$ cat src/hw/rtl/window_hit_test_raise_unit_defines.svh
// ----------------------------------------------------------------------------
// Assertion macros for the window hit test and raise unit
// Shared property shapes, each reporting through $error.
// ----------------------------------------------------------------------------
`ifndef WINDOW_HIT_TEST_RAISE_UNIT_DEFINES_SVH
`define WINDOW_HIT_TEST_RAISE_UNIT_DEFINES_SVH

// Same-cycle implication, disabled during reset.
`define WHT_ASSERT_NOW(label, clk, rst, ante, cons) \
  label: assert property (@(posedge clk) disable iff (rst) (ante) |-> (cons)) \
    else $error("wht: same-cycle check failed");

// Next-cycle implication, disabled during reset.
`define WHT_ASSERT_NEXT(label, clk, rst, ante, cons) \
  label: assert property (@(posedge clk) disable iff (rst) (ante) |=> (cons)) \
    else $error("wht: next-cycle check failed");

`endif

$ cat src/hw/rtl/wht_pkg.sv
// ----------------------------------------------------------------------------
// wht_pkg
// Transaction types, opcodes and controller states of the window hit test unit.
// ----------------------------------------------------------------------------
package wht_pkg;

  localparam int COORD_W = 12;
  localparam int ID_W    = 5;

  localparam logic OP_LOAD  = 1'b0;
  localparam logic OP_CLICK = 1'b1;

  typedef struct packed {
    logic               op;
    logic [COORD_W-1:0] x_left;
    logic [COORD_W-1:0] y_bottom;
    logic [COORD_W-1:0] x_right;
    logic [COORD_W-1:0] y_top;
    logic [COORD_W-1:0] x_coord;
    logic [COORD_W-1:0] y_coord;
  } wht_cmd_t;

  typedef struct packed {
    logic            hit;
    logic [ID_W-1:0] window_id;
  } wht_result_t;

  typedef enum logic [1:0] {
    ST_IDLE,
    ST_SCAN,
    ST_SHIFT
  } wht_state_t;

endpackage

$ cat src/hw/rtl/wht_ram.sv
// ----------------------------------------------------------------------------
// wht_ram
// Simple dual-port RAM: one write port, one read port with registered data.
// ----------------------------------------------------------------------------
module wht_ram #(
  parameter int WIDTH = 8,
  parameter int DEPTH = 16
) (
  input  logic                                     clk,
  input  logic                                     we,
  input  logic [((DEPTH > 1) ? $clog2(DEPTH) : 1)-1:0] waddr,
  input  logic [WIDTH-1:0]                         wdata,
  input  logic [((DEPTH > 1) ? $clog2(DEPTH) : 1)-1:0] raddr,
  output logic [WIDTH-1:0]                         rdata
);

  logic [WIDTH-1:0] mem [DEPTH];

  always_ff @(posedge clk) begin
    if (we) begin
      mem[waddr] <= wdata;
    end
    rdata <= mem[raddr];
  end

endmodule

$ cat src/hw/rtl/window_hit_test_raise_unit.sv
// Load: no result, busy stays low.
// Click with n windows: scanned top down, one entry per cycle out of the order RAM.
// Miss: result strobe once the bottom entry has been compared; hit: result strobe once the
// window is raised to the top, the raise being one order RAM read and write per moved entry.
// Click with no windows: result strobe in the next cycle. The next transaction may
// start in the strobe cycle. Synchronous reset empties the stack; RAMs are not cleared.
// ----------------------------------------------------------------------------
// window_hit_test_raise_unit
// Z-ordered window stack with click hit test and raise to top.
// ----------------------------------------------------------------------------
`include "window_hit_test_raise_unit_defines.svh"

module window_hit_test_raise_unit
  import wht_pkg::*;
#(
  parameter int MAX_WINDOWS = 16,
  parameter int COORD_BITS  = 12
) (
  input  logic        clk,
  input  logic        rst,
  input  logic        start,
  input  wht_cmd_t    cmd,
  output logic        busy,
  output logic        done,
  output wht_result_t result
);

  localparam int AW     = (MAX_WINDOWS > 1) ? $clog2(MAX_WINDOWS) : 1;
  localparam int CW     = $clog2(MAX_WINDOWS + 1);
  localparam int RW     = 4 * COORD_BITS;
  localparam int XW     = (COORD_BITS > COORD_W) ? COORD_BITS : COORD_W;
  localparam int EXT_W  = (CW > ID_W) ? CW : ID_W;
  localparam logic [CW-1:0] MAX_CNT = CW'(MAX_WINDOWS);

  function automatic logic [COORD_BITS-1:0] take_coord(input logic [COORD_W-1:0] v);
    logic [XW-1:0] wide;
    wide = XW'(v);
    return wide[COORD_BITS-1:0];
  endfunction

  function automatic logic point_inside(input logic [RW-1:0] r,
                                        input logic [COORD_BITS-1:0] x,
                                        input logic [COORD_BITS-1:0] y);
    logic [COORD_BITS-1:0] xl, yb, xr, yt;
    xl = r[0*COORD_BITS +: COORD_BITS];
    yb = r[1*COORD_BITS +: COORD_BITS];
    xr = r[2*COORD_BITS +: COORD_BITS];
    yt = r[3*COORD_BITS +: COORD_BITS];
    return (x >= xl) && (x <= xr) && (y >= yb) && (y <= yt);
  endfunction

  // Registers
  wht_state_t      state, state_next;
  logic [CW-1:0]   count, count_next;
  logic [COORD_BITS-1:0] px, px_next, py, py_next;
  logic [AW-1:0]   issue_pos, issue_pos_next;
  logic            issue_more, issue_more_next;
  logic            s1_vld, s1_vld_next;
  logic [AW-1:0]   s1_pos, s1_pos_next;
  logic            s2_vld, s2_vld_next;
  logic [AW-1:0]   s2_pos, s2_pos_next;
  logic [CW-1:0]   s2_id, s2_id_next;
  logic [CW-1:0]   hit_id, hit_id_next;
  logic [CW-1:0]   sh_pos, sh_pos_next;
  logic            sh_wvld, sh_wvld_next;
  logic [AW-1:0]   sh_wpos, sh_wpos_next;
  logic            done_next;
  wht_result_t     result_next;

  // Memory ports
  logic            order_we;
  logic [AW-1:0]   order_waddr, order_raddr;
  logic [CW-1:0]   order_wdata, order_rdata;
  logic            rect_we;
  logic [RW-1:0]   rect_wdata, rect_rdata;
  logic [AW-1:0]   rect_raddr;

  logic [CW-1:0]    cnt_m1, id_m1, sh_pos_m1, hit_pos_ext;
  logic [EXT_W-1:0] s2_id_ext;
  logic             in_rect, sh_read;

  wht_ram #(.WIDTH(CW), .DEPTH(MAX_WINDOWS)) u_order_ram (
    .clk   (clk),
    .we    (order_we),
    .waddr (order_waddr),
    .wdata (order_wdata),
    .raddr (order_raddr),
    .rdata (order_rdata)
  );

  wht_ram #(.WIDTH(RW), .DEPTH(MAX_WINDOWS)) u_rect_ram (
    .clk   (clk),
    .we    (rect_we),
    .waddr (count[AW-1:0]),
    .wdata (rect_wdata),
    .raddr (rect_raddr),
    .rdata (rect_rdata)
  );

  assign busy        = (state != ST_IDLE);
  assign cnt_m1      = count - 1'b1;
  assign id_m1       = order_rdata - 1'b1;
  assign sh_pos_m1   = sh_pos - 1'b1;
  assign hit_pos_ext = CW'(s2_pos);
  assign s2_id_ext   = EXT_W'(s2_id);
  assign rect_raddr  = id_m1[AW-1:0];
  assign rect_wdata  = {take_coord(cmd.y_top), take_coord(cmd.x_right),
                        take_coord(cmd.y_bottom), take_coord(cmd.x_left)};
  assign in_rect     = point_inside(rect_rdata, px, py);
  assign sh_read     = (sh_pos < count);

  always_ff @(posedge clk) begin
    if (rst) begin
      state      <= ST_IDLE;
      count      <= '0;
      issue_more <= 1'b0;
      s1_vld     <= 1'b0;
      s2_vld     <= 1'b0;
      sh_wvld    <= 1'b0;
      done       <= 1'b0;
    end else begin
      state      <= state_next;
      count      <= count_next;
      issue_more <= issue_more_next;
      s1_vld     <= s1_vld_next;
      s2_vld     <= s2_vld_next;
      sh_wvld    <= sh_wvld_next;
      done       <= done_next;
    end
    px        <= px_next;
    py        <= py_next;
    issue_pos <= issue_pos_next;
    s1_pos    <= s1_pos_next;
    s2_pos    <= s2_pos_next;
    s2_id     <= s2_id_next;
    hit_id    <= hit_id_next;
    sh_pos    <= sh_pos_next;
    sh_wpos   <= sh_wpos_next;
    result    <= result_next;
  end

  always_comb begin
    state_next      = state;
    count_next      = count;
    px_next         = px;
    py_next         = py;
    issue_pos_next  = issue_pos;
    issue_more_next = issue_more;
    s1_vld_next     = 1'b0;
    s1_pos_next     = s1_pos;
    s2_vld_next     = 1'b0;
    s2_pos_next     = s2_pos;
    s2_id_next      = s2_id;
    hit_id_next     = hit_id;
    sh_pos_next     = sh_pos;
    sh_wvld_next    = 1'b0;
    sh_wpos_next    = sh_wpos;
    done_next       = 1'b0;
    result_next     = result;
    order_we        = 1'b0;
    order_waddr     = count[AW-1:0];
    order_wdata     = count + 1'b1;
    order_raddr     = issue_pos;
    rect_we         = 1'b0;

    unique case (state)
      ST_IDLE: begin
        if (start) begin
          if (cmd.op == OP_CLICK) begin
            px_next = take_coord(cmd.x_coord);
            py_next = take_coord(cmd.y_coord);
            if (count == '0) begin
              done_next   = 1'b1;
              result_next = '0;
            end else begin
              issue_pos_next  = cnt_m1[AW-1:0];
              issue_more_next = 1'b1;
              state_next      = ST_SCAN;
            end
          end else if (count < MAX_CNT) begin
            order_we   = 1'b1;
            rect_we    = 1'b1;
            count_next = count + 1'b1;
          end
        end
      end

      ST_SCAN: begin
        // Stage 0 reads the order RAM, stage 1 the rectangle, stage 2 compares.
        s1_vld_next = issue_more;
        s1_pos_next = issue_pos;
        if (issue_pos == '0) begin
          issue_more_next = 1'b0;
        end else begin
          issue_pos_next = issue_pos - 1'b1;
        end
        s2_vld_next = s1_vld;
        s2_pos_next = s1_pos;
        s2_id_next  = order_rdata;
        if (s2_vld) begin
          if (in_rect) begin
            hit_id_next     = s2_id;
            sh_pos_next     = hit_pos_ext + 1'b1;
            result_next.hit = 1'b1;
            result_next.window_id = s2_id_ext[ID_W-1:0];
            issue_more_next = 1'b0;
            s1_vld_next     = 1'b0;
            s2_vld_next     = 1'b0;
            state_next      = ST_SHIFT;
          end else if (s2_pos == '0) begin
            done_next       = 1'b1;
            result_next     = '0;
            issue_more_next = 1'b0;
            s1_vld_next     = 1'b0;
            s2_vld_next     = 1'b0;
            state_next      = ST_IDLE;
          end
        end
      end

      ST_SHIFT: begin
        // Entries above the hit move down one place; each entry read is written back while the next read is issued.
        if (sh_read) begin
          order_raddr  = sh_pos[AW-1:0];
          sh_pos_next  = sh_pos + 1'b1;
          sh_wvld_next = 1'b1;
          sh_wpos_next = sh_pos_m1[AW-1:0];
        end
        if (sh_wvld) begin
          order_we    = 1'b1;
          order_waddr = sh_wpos;
          order_wdata = order_rdata;
        end else if (!sh_read) begin
          order_we    = 1'b1;
          order_waddr = cnt_m1[AW-1:0];
          order_wdata = hit_id;
          done_next   = 1'b1;
          state_next  = ST_IDLE;
        end
      end

      default: begin
        state_next = ST_IDLE;
      end
    endcase
  end

  `WHT_ASSERT_NOW(a_done_when_idle, clk, rst, done, !busy)
  `WHT_ASSERT_NOW(a_miss_id_zero, clk, rst, done && !result.hit, result.window_id == '0)
  `WHT_ASSERT_NOW(a_scan_nonempty, clk, rst, state == ST_SCAN, count != '0)
  `WHT_ASSERT_NOW(a_last_entry_ends_issue, clk, rst,
                  state == ST_SCAN && s2_vld && s2_pos == '0, !issue_more && !s1_vld)
  `WHT_ASSERT_NEXT(a_click_progress, clk, rst, start && !busy && cmd.op == OP_CLICK,
                   busy || done)

endmodule
$ cat config.mk
export PLATFORM = sky130hd
export DESIGN_NAME = window_hit_test_raise_unit
export DESIGN_NICKNAME = d
export VERILOG_FILES = /design/src/hw/rtl/wht_pkg.sv /design/src/hw/rtl/wht_ram.sv /design/src/hw/rtl/window_hit_test_raise_unit.sv
export VERILOG_INCLUDE_DIRS = /design/src /design/src/hw/rtl
export SDC_FILE = /design/constraint.sdc
export NUM_CORES = 1
export LEC_CHECK = 0
export ABC_CLOCK_PERIOD_IN_PS = 6000
export BUFFER_PORTS_ARGS = -buffer_cell sky130_fd_sc_hd__buf_2
export CORE_MARGIN = 3
export CORE_UTILIZATION = 39
export CTS_CLUSTER_DIAMETER = 40
export DETAILED_ROUTE_END_ITERATION = 12
export GPL_TIMING_DRIVEN = 0
export SETUP_SLACK_MARGIN = 0.2
export SYNTH_ARGS = -nofsm -noshare
export SYNTH_HDL_FRONTEND = slang
export SYNTH_HIERARCHICAL = 1
export SYNTH_SLANG_ARGS = --single-unit
export TNS_END_PERCENT = 1
$ cat constraint.sdc
create_clock -name clk -period 6 [get_ports clk]
set_input_delay 0.3 -clock clk [delete_from_list [all_inputs] [get_ports clk]]
set_output_delay 0.3 -clock clk [all_outputs]
set_load 0.01 [all_outputs]
==> run_results.csv, run 1 <==
group,metric,value,unit
power,power_density,483,nW/um^2
die,fp.dieW,316,um
place,dp.final_hpwl,56700,um
layout,fillers,7790,
timing,period_share,65.0,%
clock_network,postCtsSetupBuffers,0,
setup_path,worst-path-buf-inv,1,
setup_path,reg2reg_depth,9,
setup_path,critical_path.max_stage_delay,0.67,ns
timing,fmax,257,MHz
clock_network,htreeDepth,3,
layout,syn_to_final_growth,20.7,%
clock_network,clk-insertion-delay-late,0.70,ns
power,internal_power,14900,uW
grt,antenna_found_initial,1,
place,dpl_worst_slack,2.08,ns
yosys,yosys_register_bits,974,
yosys,avgSynthCellArea,20.4,um^2
worst_hold_path,whs_path_depth,4,
yosys,syn_nets,1966,
power,comb_power_share,29.9,%
clock_network,cts.root.buffer_cell,"clkbuf_16",
timing,fin_setup_tns,0,ns
clock_network,cts_buffer_depth,3,
die,fp.coreArea,95200,um^2
route,dr.pass1.iters,5,
setup_path,crit_path_end_kind,"flop",
timing,min_period,3.90,ns
route,via_per_inst,5.42,
place,dp_cells,3229,
setup_path,criticalPathCategory,"flop to flop",
yosys,synth_cell_types,59,
setup_path,required,6.31,ns
yosys,netlist_top_cells_area,"edfxtp_1 (73%), mux4_2 (13%), dfxtp_1 (3.5%), a22oi_1 (2.1%), ha_1 (2.0%)",
timing,skew,0.0575,ns
clock_network,clk_transition_reported_paths,0.05,ns
clock_network,cts_tree,"built",
grt,grt_pass1_vias,19800,
yosys,yosys_warnings,6,
power,power.leakage,0.0151,uW
die,die_area,99700,um^2
yosys,synthCells,1831,
timing,finalSetupViolations,0,
die,die_y,316,um
place,gp_congestion,0.819,
die,rows,113,
yosys,yosys.area.top_type,"edfxtp_1",
layout,drive_above_1_share,26.7,%
yosys,syn_area,37400,um^2
layout,final_core_util,47.5,%
setup_path,worst_ep_arrival_time,4.20,ns
grt,grt_overflow,0,
power,p_switching,6880,uW
layout,fin_nets,2293,
clock_network,cts.sinks,974,
power,p_sw_share,31.5,%
route,vias,19100,
setup_path,slowest_stage,"dfxtp_1",
run_status,status,"complete, no violations",
die,num_io_pins,84,
power,p_seq_share,36.8,%
yosys,async_flop_share,0,%
worst_hold_path,min_from,"rst",
run,cap_violations,0,
timing,finalWorstSetupSlack,2.10,ns
die,start_util,39.3,%
route,drt_iter0_markers,1769,
timing,rsz0062_at_grt,"false",
grt,track_usage,17.7,%
worst_hold_path,holdPathEnd,"state[1]",
timing,slew_violations,0,
route,routedWlPerCell,24.8,um
setup_path,path_cells,"inv_1, ha_1, a21o_1, a21oi_2, o21ai_1, o21ai_2, a22o_1, or3b_2, nor3_1",
setup_path,critPathMaxFanout,14,
place,port_buffers,83,
power,fin_total_pwr,21800,uW
setup_path,timing.rr.start,"count[1]",
power,clkPwrFrac,33.3,%
clock_network,numCtsBuffers,117,
yosys,synth-edff-count,909,
yosys,ys_seq_area_share,76.4,%
yosys,synth_top_area_share,72.9,%
route,ant_nets,0,
route,drcViolationCount,0,
power,vdd_drop_max,0.000314,V
grt,grt_pass1_wl,130000,um
setup_path,worst_setup_path_start_kind,"flop",
layout,finalNonFillerCells,3527,
setup_path,cp_top_family,"compound AO/OA/AOI/OAI gates",
grt,grt_max_degree,25,
yosys,ys.flop_type,"edfxtp_1",
timing,max-slew-margin-rel,12.6,%
setup_path,r2r-end,"u_order_ram/mem[0][2]",
timing,hold_viol,0,
worst_hold_path,hp-class,"input port to flop",
setup_path,rrSetupSlack,2.10,ns
route,wirelength,87400,um
timing,tightest_slew,1.31,ns
-- cell usage in the layout (no fill, tap or decap), types with 14 or more instances in the layout --
master,netlist,routed
edfxtp_1,909,909
mux4_2,212,212
clkbuf_16,0,117
a22oi_1,104,104
buf_2,9,92
dlygate4sd3_1,0,74
nand2_1,72,72
inv_1,70,70
dfxtp_1,65,65
ha_1,59,59
clkbuf_1,29,49
nor2_1,57,45
buf_6,4,25
buf_4,20,25
a21oi_1,23,23
nand3_1,23,23
buf_12,0,21
nor3_1,22,18
buf_1,17,17
clkinv_2,0,17
bufinv_16,0,17
o21ai_0,18,16
inv_6,0,14
-- registers in the layout (all words and copies together), names as in the netlist --
register and count:
s2_pos 4, hit_id 5, s2_vld 1, s1_pos 4, u_order_ram/mem 80, py 12
u_order_ram/rdata 5, count 5, issue_more 1, state 2, sh_wvld 1, u_rect_ram/rdata 48
result 6, issue_pos 4, u_rect_ram/mem 768, s1_vld 1, s2_id 5, done 1
sh_pos 5, px 12, sh_wpos 4
-- synth_stat cells (4+ instances only) --
library cell  number
a21oi_1           23
o211ai_1           4
nor2b_1            8
nor2_1            57
a21o_1             6
inv_1             70
buf_2              9
xnor2_1           10
nand2b_1           7
ha_1              59
edfxtp_1         909
mux2i_1            7
o21ai_0           18
mux4_2           212
buf_6              4
nand4_1           12
dfxtp_1           65
nand3b_1           5
buf_4             20
buf_1             17
clkbuf_1          29
nor3_1            22
nand3_1           23
xor2_1             7
a22oi_1          104
nand2_1           72
-- worst max-delay path by stage --
stage | startpoint | endpoint | slack (ns) | cells past startpoint
after detailed placement | count[1] | u_order_ram/mem[0][3] | 2.08 | 9
after CTS | count[1] | u_order_ram/mem[0][0] | 2.07 | 9
final | count[1] | u_order_ram/mem[0][2] | 2.10 | 9
after global routing | count[1] | u_order_ram/mem[0][3] | 1.71 | 9
after floorplan | state[0] | u_rect_ram/mem[0][0] | 0.61 | 6
after global placement | state[0] | u_rect_ram/mem[0][31] | -3.73 | 6
-- worst reg2reg max path, stage by stage (launching register included) --
cell and delay [ns]:
dfxtp_1 0.67, inv_1 0.19, ha_1 0.32, a21o_1 0.12, a21oi_2 0.07, o21ai_1 0.51
o21ai_2 0.19, a22o_1 0.32, or3b_2 0.50, nor3_1 0.63
-- layer usage --
layer | global-route usage [%] | wire (um) | up-vias
met5 | 0 | 0 | -
li1 | - | - | 8206
met3 | 3.89 | 5840 | 140
met2 | 27.9 | 41500 | 667
met1 | 24.7 | 37700 | 10100
met4 | 5.34 | 2270 | 0
-- logic make-up after synthesis --
family                   share of synthesized area (%)
XOR/XNOR                                         0.398
buffers and inverters                             1.81
flip-flops                                        76.4
adder cells (fa/ha/maj)                           1.97
AO/OA/AOI/OAI                                     3.48
multiplexers                                      13.0
AND/OR/NAND/NOR                                   2.92
-- metrics by stage --
| step | hold WS (ns) | instance area, um^2 |
|---|---|---|
| after floorplan | 0.399 | 37400 |
| after global placement | 0.402 | 39400 |
| after detailed placement | 0.412 | 40300 |
| after CTS | 0.0307 | 45200 |
| after global routing | 0.0672 | 45200 |
| final | 0.0839 | 45200 |
-- timing repair --
item | CTS | global route
endpoints found under the hold margin | 785 | 0
resized for setup | 0 | 0
hold buffers | 74 | 0
-- cell type report --
| cell class | count | area (um^2) | area share [%] |
|---|---|---|---|
| plain buffers | 79 | 413 | 0.914 |
| well taps | 1265 | 1580 | 3.50 |
| clock inverters | 76 | 962 | 2.13 |
| inverters | 71 | 267 | 0.590 |
| multi-input cells | 707 | 8270 | 18.3 |
| clock buffers | 146 | 3130 | 6.92 |
| diodes | 1 | 2.50 | 0.00554 |
| flip-flops and latches | 974 | 28600 | 63.3 |
| repair buffers | 208 | 1950 | 4.31 |
-- power groups by stage --
stage                     sequential [uW]  combinational, uW  clock (uW)
after CTS                            8020               6590        7420
after global routing                 8040               7000        7700
after detailed placement             8160               6510           0
final                                8020               6530        7270
after global placement               8170               6380           0
after floorplan                      8080               4230           0
(Power assumes the default switching activity.)
==> run 2: changes to the inputs <==
ABC_CLOCK_PERIOD_IN_PS = 3500   (was 6000)
clock period = 3.5 ns   (was 6 ns; I/O delays follow)
==> run_results.csv, run 2 (synthesis gave the netlist of run 1 again) <==
group,metric,value,unit
grt,grt_pass1_wl,131000,um
clock_network,cts_buffer_depth,3,
power,power_density,820,nW/um^2
grt,grt_max_degree,25,
setup_path,criticalPathCategory,"flop to flop",
layout,finalNonFillerCells,3515,
die,die_y,316,um
clock_network,numCtsBuffers,114,
clock_network,cts.root.buffer_cell,"clkbuf_16",
place,gp_congestion,0.873,
setup_path,path_cells,"inv_1, ha_1, a21o_1, a21oi_2, o21a_1, buf_6, nand2_8, mux2i_2, buf_6, mux4_2, a22oi_1, nand3_1",
timing,fmax,302,MHz
layout,largest_reg_flops,768,
route,routedWlPerCell,25.4,um
grt,grt_pass1_vias,19700,
route,drt_iter0_markers,1961,
route,wirelength,89100,um
run_status,status,"complete, no violations",
place,dp.final_hpwl,58000,um
place,place_area,40400,um^2
grt,antenna_found_initial,3,
layout,multi_input_area,8330,um^2
place,port_buffers,83,
die,fp.dieW,316,um
timing,skew,0.0435,ns
power,power.leakage,0.0150,uW
power,p_switching,11800,uW
route,vias,19100,
layout,reg.largest.list,"u_rect_ram/mem (768), u_order_ram/mem (80), u_rect_ram/rdata (48)",
route,dr.pass1.iters,5,
setup_path,critical_path.max_stage_delay,0.52,ns
timing,hold_viol,0,
power,p_sw_share,31.8,%
timing,tightest_slew,1.22,ns
layout,regMostFlops,"u_rect_ram/mem",
route,via_per_inst,5.43,
power,comb_power_share,29.9,%
layout,drive_above_1_share,26.7,%
layout,design_area,45200,um^2
die,fp.coreArea,95200,um^2
setup_path,cp_top_family,"multiplexers",
layout,syn_to_final_growth,20.7,%
setup_path,crit_path_end_kind,"flop",
die,rows,113,
grt,grt_overflow,0,
clock_network,cts_tree,"built",
timing,finalSetupViolations,0,
die,die_area,99700,um^2
place,dp_cells,3220,
clock_network,clk-insertion-delay-late,0.69,ns
run,cap_violations,0,
route,ant_nets,0,
timing,max-slew-margin-rel,18.4,%
route,drcViolationCount,0,
setup_path,required,4.04,ns
setup_path,crit_top_cell,"buf_6",
timing,rsz0062_at_grt,"true",
power,internal_power,25300,uW
grt,track_usage,18.0,%
setup_path,worst_ep_arrival_time,3.85,ns
setup_path,slowest_stage,"mux4_2",
layout,final_common_cell,"edfxtp_1",
layout,final_core_util,47.5,%
clock_network,clk_transition_reported_paths,0.06,ns
die,start_util,39.3,%
setup_path,worst-path-buf-inv,3,
setup_path,worst_setup_path_start_kind,"flop",
timing,slew_violations,0,
layout,fin_nets,2284,
power,p_seq_share,37.2,%
power,vdd_drop_max,0.000488,V
setup_path,critPathMaxFanout,14,
clock_network,cts.sinks,974,
layout,mostFrequentLayoutCells,"edfxtp_1 (909), mux4_2 (212), clkbuf_16 (115)",
worst_hold_path,hp-class,"input port to flop",
die,num_io_pins,84,
clock_network,htreeDepth,3,
timing,period_share,94.5,%
power,clkPwrFrac,32.8,%
timing,min_period,3.31,ns
layout,regArea,28600,um^2
layout,fillers,7792,
run 2: power groups by stage:
stage                     clock network, uW  registers (uW)  logic [uW]
after floorplan                           0           13900        7260
after global placement                    0           14000       10900
after detailed placement                  0           14000       11000
after CTS                             12400           13800       11200
after global routing                  12900           13800       11900
final                                 12200           13800       11100
run 2: final cells by class:
class,instances,share of cell area [%]
tap,1265,3.50
timing repair buffer,202,4.47
multi-input combinational,707,18.4
sequential,974,63.3
clock inverter,79,2.09
inverter,71,0.590
clock buffer,137,6.68
buffer,79,0.925
antenna,1,0.00554
run 2: worst register-to-register path: stages (launching register included):
cell     delay, ns
dfxtp_4       0.47
inv_1         0.13
ha_1          0.30
a21o_1        0.16
a21oi_2       0.18
o21a_1        0.16
buf_6         0.15
nand2_8       0.09
mux2i_2       0.32
buf_6         0.24
mux4_2        0.52
a22oi_1       0.31
nand3_1       0.14
run 2: stage by stage:
stage / total power (uW) / setup TNS [ns] / hold slack, ns / setup slack [ns]
after global routing: 38600 / 0 / 0.211 / 0.0729
after CTS: 37400 / 0 / 0.180 / 0.221
after global placement: 24900 / -2412.01 / 0.389 / -3.61
after detailed placement: 25100 / -13.39 / 0.387 / -0.522
final: 37000 / 0 / 0.237 / 0.192
after floorplan: 21100 / -248.30 / 0.274 / -0.583
run 2: path summary, 6_finish.rpt:
path                  start                   end  slack [ns]  depth (start not counted)
setup reg to reg   count[1]  u_order_ram/rdata[3]        0.19                         12
hold reg to reg   s1_pos[2]             s2_pos[2]        0.42                          0
hold / removal       cmd[1]                 py[1]        0.24                          2
setup / recovery   count[1]  u_order_ram/rdata[3]        0.19                         12
run 2: metal layers:
metal | wire length, um | share of wire [%] | track usage (%)
met1 | 37200 | 42 | 24.5
met2 | 43700 | 49 | 29.6
met3 | 6030 | 6.8 | 3.59
met4 | 2230 | 2.5 | 5.09
met5 | 13 | 0.015 | 0
run 2: repair_timing:
action / 4_1_cts / 5_1_grt
buffers inserted: 0 / 1
resized for setup: 17 / 2
hold buffers: 76 / 0
pin swaps: 1 / 1
setup endpoints to repair: 196 / 66
hold endpoints to repair: 801 / 0
